==> config.mk <==
export PLATFORM = sky130hd
export DESIGN_NAME = kcv_ctrl
export DESIGN_NICKNAME = d
export VERILOG_FILES = /design/src/rtl/kcv_pkg.sv /design/src/rtl/kcv_ctrl.sv
export VERILOG_INCLUDE_DIRS = /design/src /design/src/rtl
export SDC_FILE = /design/constraint.sdc
export NUM_CORES = 1
export LEC_CHECK = 0
export BUFFER_PORTS_ARGS = -buffer_cell sky130_fd_sc_hd__buf_2
export CELL_PAD_IN_SITES_DETAIL_PLACEMENT = 0
export CELL_PAD_IN_SITES_GLOBAL_PLACEMENT = 1
export CORE_MARGIN = 4
export CORE_UTILIZATION = 39
export DETAILED_ROUTE_END_ITERATION = 12
export PLACE_DENSITY = 0.79
export RECOVER_POWER = 25
export SLEW_MARGIN = 30
export SYNTH_ARGS = -nofsm -noshare
export SYNTH_HDL_FRONTEND = slang
export SYNTH_SLANG_ARGS = --single-unit
==> constraint.sdc <==
create_clock -name clock -period 2.5 [get_ports clock]
set_input_delay 0.5 -clock clock [delete_from_list [all_inputs] [get_ports clock]]
set_output_delay 0.5 -clock clock [all_outputs]
set_load 0.05 [all_outputs]
==> src/rtl/kalman_cv_tracker_2d_macros.svh <==
// ----------------------------------------------------------------------------
// kalman_cv_tracker_2d_macros
// Assertion helpers used by the tracker sequencer. Clock and reset are the
// module's own clock and reset signals.
// ----------------------------------------------------------------------------
`ifndef KALMAN_CV_TRACKER_2D_MACROS_SVH
`define KALMAN_CV_TRACKER_2D_MACROS_SVH

// same-cycle implication
`define KCV_ASSERT_SAME(label, ante, cons) \
   label: assert property (@(posedge clock) disable iff (reset) (ante) |-> (cons)) \
      else $error("kcv assertion failed");

// next-cycle implication
`define KCV_ASSERT_NEXT(label, ante, cons) \
   label: assert property (@(posedge clock) disable iff (reset) (ante) |=> (cons)) \
      else $error("kcv assertion failed");

`endif

==> src/rtl/kcv_pkg.sv <==
// ----------------------------------------------------------------------------
// kcv_pkg
// Types, constants and fixed-point helpers for the 2D constant-velocity
// Kalman tracker.
// ----------------------------------------------------------------------------
package kcv_pkg;

   localparam int FRAC_BITS  = 16;
   localparam int DW         = 32;
   localparam int CSR_W      = 31;
   localparam int CSR_IDX_W  = 2;
   localparam int PROD_W     = 2 * DW;
   localparam int ACC_W      = PROD_W + 2;
   localparam int DET_W      = ACC_W - FRAC_BITS;
   localparam int DIV_W      = DW + FRAC_BITS + 1;
   localparam int DIV_CNT_W  = $clog2(DIV_W);

   localparam logic [1:0] OP_INIT    = 2'd0;
   localparam logic [1:0] OP_PREDICT = 2'd1;
   localparam logic [1:0] OP_UPDATE  = 2'd2;

   localparam logic [CSR_IDX_W-1:0] CSR_Q_DIAG = 2'd0;
   localparam logic [CSR_IDX_W-1:0] CSR_R_DIAG = 2'd1;
   localparam logic [CSR_IDX_W-1:0] CSR_P_INIT = 2'd2;

   localparam logic [CSR_W-1:0] Q_RESET = CSR_W'(((1 << FRAC_BITS) + 500) / 1000);
   localparam logic [CSR_W-1:0] R_RESET = CSR_W'(((1 << FRAC_BITS) + 50) / 100);
   localparam logic [CSR_W-1:0] P_RESET = CSR_W'(1 << FRAC_BITS);

   localparam logic signed [DW-1:0]    ONE_Q    = DW'(64'sd1 << FRAC_BITS);
   localparam logic signed [ACC_W-1:0] HALF_ACC = ACC_W'(1) <<< (FRAC_BITS - 1);
   localparam logic signed [ACC_W-1:0] ACC_MAX  = (ACC_W'(1) <<< (DW - 1)) - ACC_W'(1);
   localparam logic signed [ACC_W-1:0] ACC_MIN  = -(ACC_W'(1) <<< (DW - 1));

   // state transition matrix, row major
   localparam logic AMAT [16] = '{1'b1, 1'b0, 1'b1, 1'b0,
                                  1'b0, 1'b1, 1'b0, 1'b1,
                                  1'b0, 1'b0, 1'b1, 1'b0,
                                  1'b0, 1'b0, 1'b0, 1'b1};

   // MAC element schedule: gain 0..7, state 8..11, covariance 12..27
   localparam logic [4:0] GAIN_END = 5'd8;
   localparam logic [4:0] X_END    = 5'd12;
   localparam logic [4:0] MAC_LAST = 5'd27;
   localparam logic [1:0] DIV_LAST = 2'd3;

   localparam logic [2:0] MS_BASE  = 3'd0;
   localparam logic [2:0] MS_MUL0  = 3'd1;
   localparam logic [2:0] MS_ACC0  = 3'd2;
   localparam logic [2:0] MS_MUL1  = 3'd3;
   localparam logic [2:0] MS_ACC1  = 3'd4;
   localparam logic [2:0] MS_STORE = 3'd5;

   typedef struct packed {
      logic [1:0]           opcode;
      logic signed [DW-1:0] meas_x;
      logic signed [DW-1:0] meas_y;
   } req_type;

   typedef struct packed {
      logic signed [DW-1:0] pos_x;
      logic signed [DW-1:0] pos_y;
      logic                 singular;
   } rsp_type;

   typedef struct packed {
      logic       accept;
      logic       det_mul0;
      logic       det_mul1;
      logic       det_sub;
      logic       det_store;
      logic       sing_set;
      logic       div_start;
      logic       div_store;
      logic [1:0] div_idx;
      logic       innov;
      logic       mac_en;
      logic [2:0] mac_sub;
      logic [4:0] mac_elem;
      logic       commit;
      logic       rsp_load;
   } cmd_type;

   typedef struct packed {
      logic det_pos;
      logic div_done;
   } sts_type;

   function automatic logic signed [DW-1:0] sat32(input logic signed [ACC_W-1:0] v);
      logic signed [DW-1:0] r;
      if (v > ACC_MAX) begin
         r = {1'b0, {(DW-1){1'b1}}};
      end else if (v < ACC_MIN) begin
         r = {1'b1, {(DW-1){1'b0}}};
      end else begin
         r = v[DW-1:0];
      end
      return r;
   endfunction

   // round to nearest, ties up
   function automatic logic signed [ACC_W-1:0] rnd(input logic signed [PROD_W-1:0] p);
      logic signed [ACC_W-1:0] t;
      t = ACC_W'(p) + HALF_ACC;
      return t >>> FRAC_BITS;
   endfunction

endpackage

==> src/rtl/kcv_ctrl.sv <==
// ----------------------------------------------------------------------------
// kcv_ctrl
// Tracker sequencer: handshakes, determinant, four divisions, the MAC
// schedule for gain, state and covariance, and the result word.
// ----------------------------------------------------------------------------
`include "kalman_cv_tracker_2d_macros.svh"

module kcv_ctrl import kcv_pkg::*; (
   input  logic       clock,
   input  logic       reset,
   input  logic       req_valid,
   output logic       req_ready,
   input  logic [1:0] req_opcode,
   output logic       rsp_valid,
   input  logic       rsp_ready,
   input  sts_type    sts,
   output cmd_type    cmd
);

   typedef enum logic [11:0] {
      ST_IDLE     = 12'b0000_0000_0001,
      ST_DET_A    = 12'b0000_0000_0010,
      ST_DET_B    = 12'b0000_0000_0100,
      ST_DET_C    = 12'b0000_0000_1000,
      ST_DET_D    = 12'b0000_0001_0000,
      ST_CHECK    = 12'b0000_0010_0000,
      ST_DIV_GO   = 12'b0000_0100_0000,
      ST_DIV_WAIT = 12'b0000_1000_0000,
      ST_INNOV    = 12'b0001_0000_0000,
      ST_MAC      = 12'b0010_0000_0000,
      ST_COMMIT   = 12'b0100_0000_0000,
      ST_DONE     = 12'b1000_0000_0000
   } state_type;

   state_type  state_ff, state_in;
   logic [4:0] elem_ff, elem_in;
   logic [2:0] sub_ff, sub_in;
   logic [1:0] idx_ff, idx_in;
   logic       rsp_valid_ff, rsp_valid_in;
   logic       accept;

   assign req_ready = (state_ff == ST_IDLE);
   assign accept    = req_valid && req_ready;

   always_comb begin
      state_in     = state_ff;
      elem_in      = elem_ff;
      sub_in       = sub_ff;
      idx_in       = idx_ff;
      cmd          = '0;
      cmd.mac_sub  = sub_ff;
      cmd.mac_elem = elem_ff;
      cmd.div_idx  = idx_ff;
      unique case (state_ff)
         ST_IDLE: begin
            if (accept) begin
               cmd.accept = 1'b1;
               state_in   = (req_opcode == OP_UPDATE) ? ST_DET_A : ST_DONE;
            end
         end
         ST_DET_A: begin
            cmd.det_mul0 = 1'b1;
            state_in     = ST_DET_B;
         end
         ST_DET_B: begin
            cmd.det_mul1 = 1'b1;
            state_in     = ST_DET_C;
         end
         ST_DET_C: begin
            cmd.det_sub = 1'b1;
            state_in    = ST_DET_D;
         end
         ST_DET_D: begin
            cmd.det_store = 1'b1;
            state_in      = ST_CHECK;
         end
         ST_CHECK: begin
            if (sts.det_pos) begin
               idx_in   = '0;
               state_in = ST_DIV_GO;
            end else begin
               cmd.sing_set = 1'b1;
               state_in     = ST_DONE;
            end
         end
         ST_DIV_GO: begin
            cmd.div_start = 1'b1;
            state_in      = ST_DIV_WAIT;
         end
         ST_DIV_WAIT: begin
            if (sts.div_done) begin
               cmd.div_store = 1'b1;
               if (idx_ff == DIV_LAST) begin
                  state_in = ST_INNOV;
               end else begin
                  idx_in   = idx_ff + 1'b1;
                  state_in = ST_DIV_GO;
               end
            end
         end
         ST_INNOV: begin
            cmd.innov = 1'b1;
            elem_in   = '0;
            sub_in    = MS_BASE;
            state_in  = ST_MAC;
         end
         ST_MAC: begin
            cmd.mac_en = 1'b1;
            if (sub_ff == MS_STORE) begin
               sub_in = MS_BASE;
               if (elem_ff == MAC_LAST) begin
                  state_in = ST_COMMIT;
               end else begin
                  elem_in = elem_ff + 1'b1;
               end
            end else begin
               sub_in = sub_ff + 1'b1;
            end
         end
         ST_COMMIT: begin
            cmd.commit = 1'b1;
            state_in   = ST_DONE;
         end
         ST_DONE: begin
            if (!rsp_valid_ff || rsp_ready) begin
               cmd.rsp_load = 1'b1;
               state_in     = ST_IDLE;
            end
         end
         default: state_in = ST_IDLE;
      endcase
   end

   always_comb begin
      rsp_valid_in = rsp_valid_ff;
      if (cmd.rsp_load) begin
         rsp_valid_in = 1'b1;
      end else if (rsp_ready) begin
         rsp_valid_in = 1'b0;
      end
   end

   always_ff @(posedge clock) begin
      if (reset) begin
         state_ff     <= ST_IDLE;
         elem_ff      <= '0;
         sub_ff       <= MS_BASE;
         idx_ff       <= '0;
         rsp_valid_ff <= 1'b0;
      end else begin
         state_ff     <= state_in;
         elem_ff      <= elem_in;
         sub_ff       <= sub_in;
         idx_ff       <= idx_in;
         rsp_valid_ff <= rsp_valid_in;
      end
   end

   assign rsp_valid = rsp_valid_ff;

   `KCV_ASSERT_NEXT(a_upd_to_det, accept && (req_opcode == OP_UPDATE), state_ff == ST_DET_A)
   `KCV_ASSERT_NEXT(a_div_no_early_done, cmd.div_start, !sts.div_done)
   `KCV_ASSERT_SAME(a_load_slot_free, cmd.rsp_load, !rsp_valid_ff || rsp_ready)
   `KCV_ASSERT_SAME(a_mac_range, state_ff == ST_MAC, (elem_ff <= MAC_LAST) && (sub_ff <= MS_STORE))

endmodule

==> run_summary.xml <==
<?xml version="1.0" encoding="UTF-8"?>
<metrics>
  <group name="grt">
    <metric name="grt_first_pass_wirelength" unit="mm">5.347</metric>
    <metric name="grt_max_degree" unit="">18</metric>
    <metric name="antenna_found_initial" unit="">0</metric>
    <metric name="all_layer_gr_usage" unit="%">15.63</metric>
    <metric name="gr-total-overflow" unit="">0</metric>
    <metric name="first_global_vias" unit="">1161</metric>
  </group>
  <group name="cells_and_area">
    <metric name="final_stage_net_count" unit="">201</metric>
    <metric name="final_cell_count_no_fill" unit="">234</metric>
    <metric name="drive_above_1_share" unit="%">28.42</metric>
    <metric name="layout-area-overhead-vs-synth" unit="%">22.80</metric>
    <metric name="antenna_diodes" unit="">0</metric>
    <metric name="n_fill_cell" unit="">342</metric>
    <metric name="final_cell_area" unit="um^2">1624</metric>
  </group>
  <group name="synthesis">
    <metric name="synth_top_flop_cell" unit="">sky130_fd_sc_hd__dfxtp_1</metric>
    <metric name="async_flop_share" unit="%">0</metric>
    <metric name="netlist.top_cell.by_area" unit="">sky130_fd_sc_hd__dfxtp_1</metric>
    <metric name="yosysWarnings" unit="">0</metric>
    <metric name="synthesis.area_per_instance" unit="um^2">8.701</metric>
    <metric name="synth_edf_count" unit="">0</metric>
    <metric name="post_synth_num_cell_types" unit="">47</metric>
    <metric name="cells_after_synthesis" unit="">152</metric>
    <metric name="syn_nets" unit="">162</metric>
    <metric name="proportion_of_netlist_area_held_by_the_largest_area_contributor" unit="%">34.82</metric>
    <metric name="postSynthRegisterBits" unit="">23</metric>
    <metric name="syn-cell-area" unit="um^2">1323</metric>
    <metric name="part_of_the_yosys_area_used_for_sequential_elements" unit="%">34.82</metric>
    <metric name="post_synth_main_area_contributors" unit="">sky130_fd_sc_hd__dfxtp_1, sky130_fd_sc_hd__nor2_1, sky130_fd_sc_hd__nor4b_1</metric>
  </group>
  <group name="floorplan">
    <metric name="start_util" unit="%">41.94</metric>
    <metric name="chipHeight" unit="um">66.23</metric>
    <metric name="core_area" unit="um^2">3153</metric>
    <metric name="dieArea" unit="um^2">4386</metric>
    <metric name="design.portCount" unit="">32</metric>
    <metric name="die_w" unit="um">66.23</metric>
    <metric name="site_row_count" unit="">20</metric>
  </group>
  <group name="detailed_routing">
    <metric name="ant_nets" unit="">0</metric>
    <metric name="drt_first_pass_iters" unit="">4</metric>
    <metric name="number_of_vias_after_detailed_routing" unit="">1237</metric>
    <metric name="finalWirelength" unit="mm">3.186</metric>
    <metric name="initialDrtViolationCount" unit="">67</metric>
    <metric name="drc_errors" unit="">0</metric>
    <metric name="route.met2.wl" unit="mm">1.474</metric>
    <metric name="post_drt_via_cell_ratio" unit="">5.286</metric>
    <metric name="wire_per_inst" unit="um">13.62</metric>
    <metric name="uppermost_metal_layer_occupied_by_signal_nets" unit="">met4</metric>
    <metric name="m1WireLength" unit="mm">1.556</metric>
    <metric name="met3_wirelength" unit="um">141</metric>
  </group>
  <group name="sta">
    <metric name="post-route-min-period" unit="ps">2407</metric>
    <metric name="final_min_period_over_clock_period" unit="%">96.29</metric>
    <metric name="timing.final.hold_violations" unit="">0</metric>
    <metric name="setup_repair_after_global_routing_missed_its_margin" unit="">no</metric>
    <metric name="max_freq" unit="MHz">415.4</metric>
    <metric name="finalClockSkew" unit="ps">6.791</metric>
    <metric name="setup_viol" unit="">0</metric>
    <metric name="max-slew-margin-rel" unit="%">59.67</metric>
    <metric name="drv_slew" unit="">0</metric>
    <metric name="worst_hold_slack" unit="ps">508.6</metric>
    <metric name="worst-slew-pin-transition" unit="ps">607.6</metric>
    <metric name="fin_setup_tns" unit="ps">0</metric>
  </group>
  <group name="placed_design">
    <metric name="hpwl" unit="mm">2.408</metric>
    <metric name="placement.cell_area" unit="um^2">1520</metric>
    <metric name="post-place-cells" unit="">225</metric>
    <metric name="port_buffers" unit="">31</metric>
    <metric name="gp_routability_congestion" unit="">0.8641</metric>
  </group>
  <group name="clocking">
    <metric name="tritoncts" unit="">yes</metric>
    <metric name="cts_hold_buf" unit="">0</metric>
    <metric name="clk-insertion-delay-late" unit="ps">310</metric>
    <metric name="cts.reportedPaths.clkPinSlew" unit="ps">130</metric>
    <metric name="clock_path_buffers" unit="">2</metric>
    <metric name="cts_num_sinks" unit="">23</metric>
    <metric name="cts_root_buf" unit="">sky130_fd_sc_hd__clkbuf_4</metric>
    <metric name="cts-htree-levels" unit="">1</metric>
    <metric name="total_clock_buffers_created_by_cts" unit="">3</metric>
  </group>
  <group name="worst_setup_path">
    <metric name="critical_path_start_type" unit="">flip-flop</metric>
    <metric name="worst_ep_required_time" unit="ps">2000</metric>
    <metric name="cp.arrival" unit="ps">1910</metric>
    <metric name="endpoint_kind" unit="">output port</metric>
    <metric name="worst-path-max-fanout" unit="">9</metric>
    <metric name="worst-setup-path-type" unit="">reg -&gt; out</metric>
  </group>
  <group name="pwr">
    <metric name="cellLeakagePower" unit="nW">0.6953</metric>
    <metric name="irDropWorstVdd" unit="V">0.0004541</metric>
    <metric name="total_power" unit="uW">711.0</metric>
    <metric name="cellPowerDensity" unit="nW/um^2">437.8</metric>
  </group>
  <group name="job">
    <metric name="maxcap_viol_count" unit="">0</metric>
  </group>
  <group name="worst_hold_path">
    <metric name="path_category_of_the_worst_min_delay_check" unit="">in -&gt; reg</metric>
  </group>
  <group name="outcome">
    <metric name="status" unit="">finished, final reports clean</metric>
  </group>
</metrics>
## routing by layer
metal,vias to the layer above,global-route usage (%)
met5,-,0
met4,0,2.792
met3,2,4.762
met2,34,25.40
met1,573,20.41
li1,628,-
## layout by cell type, fill, tap and decap left out, drive strengths merged, types with 3 or more instances in the layout
cell type / n
a21oi: 6
clkbuf: 13
nand3: 6
inv: 8
nor4b: 6
nor2: 23
nand4: 6
buf: 30
nor3: 6
or4: 3
dfxtp: 23
nor2b: 7
nor4: 5
nand2: 9
and2: 4
nand2b: 3
## flip-flops by register name, indices dropped and copies added (netlist names)
| register | flops |
|---|---|
| elem_ff | 5 |
| rsp_valid | 1 |
| idx_ff | 2 |
| sub_ff | 3 |
| state_ff | 12 |
## through the flow
step	utilization, %	setup WS (ps)
6_report	51.51	92.68
3_3_place_gp	48.21	257.5
2_1_floorplan	-	54.22
4_1_cts	49.56	7.399
5_1_grt	51.51	0.7521
3_5_place_dp	48.21	233.4
## cell families after synthesis
logic type	synth area share (%)
AND/OR/NAND/NOR	43.43
flip-flops	34.82
AO/OA/AOI/OAI	10.60
buffers and inverters	5.772
XOR/XNOR	2.649
adder cells (fa/ha/maj)	1.892
multiplexers	0.8514
## power by group
part | leakage [nW] | internal, mW | total, mW | switching [mW]
clock | 0.0150 | 0.0623 | 0.172 | 0.110
combinational | 0.493 | 0.0632 | 0.155 | 0.0918
sequential | 0.187 | 0.372 | 0.384 | 0.0122
## critical path: stages, from the launching register on
cell,delay [ps]
sky130_fd_sc_hd__dfxtp_4,390
sky130_fd_sc_hd__or4_4,580
sky130_fd_sc_hd__nor4_4,260
sky130_fd_sc_hd__nand2_1,110
sky130_fd_sc_hd__inv_1,60
sky130_fd_sc_hd__buf_4,190
## cells in the mapped netlist, types with 3 or more instances
master	count
sky130_fd_sc_hd__inv_1	7
sky130_fd_sc_hd__nor3_1	3
sky130_fd_sc_hd__nor2b_1	7
sky130_fd_sc_hd__nor4b_1	6
sky130_fd_sc_hd__nand4_1	6
sky130_fd_sc_hd__and2_1	4
sky130_fd_sc_hd__nor2_1	22
sky130_fd_sc_hd__nand2_1	8
sky130_fd_sc_hd__dfxtp_1	23
sky130_fd_sc_hd__nor3_2	3
sky130_fd_sc_hd__nand2b_1	3
sky130_fd_sc_hd__nor4_1	3
sky130_fd_sc_hd__a21oi_1	6
sky130_fd_sc_hd__nand3_1	6
## layout make-up
type / instances / area (um^2) / area share [%]
Tap cell: 44 / 55.05 / 3.390
Multi-Input combinational cell: 116 / 815.8 / 50.23
Inverter: 8 / 35.03 / 2.157
Sequential cell: 23 / 467.9 / 28.81
Clock buffer: 4 / 26.28 / 1.618
Timing Repair Buffer: 39 / 224.0 / 13.79
## worst paths after layout
kind                            start  depth (start not counted)                        end  slack, ps
min                     req_opcode[0]                          3   state_ff[1]$_SDFFE_PP0P_        510
max          state_ff[4]$_SDFFE_PP0P_                          5                    cmd[19]         90
min reg2reg   elem_ff[1]$_SDFFE_PP0P_                          2    elem_ff[1]$_SDFFE_PP0P_        520
max reg2reg  state_ff[0]$_SDFFE_PP1P_                          7  state_ff[11]$_SDFFE_PP0P_        430
## repair_timing
action                                  CTS  global route
buffers inserted                          0             5
gates resized for setup                   5            12
endpoints found under the hold margin     0             0
pin swaps                                 0             3
endpoints found under the setup margin    4            11
Note: power is estimated with default switching activity, not from simulation.
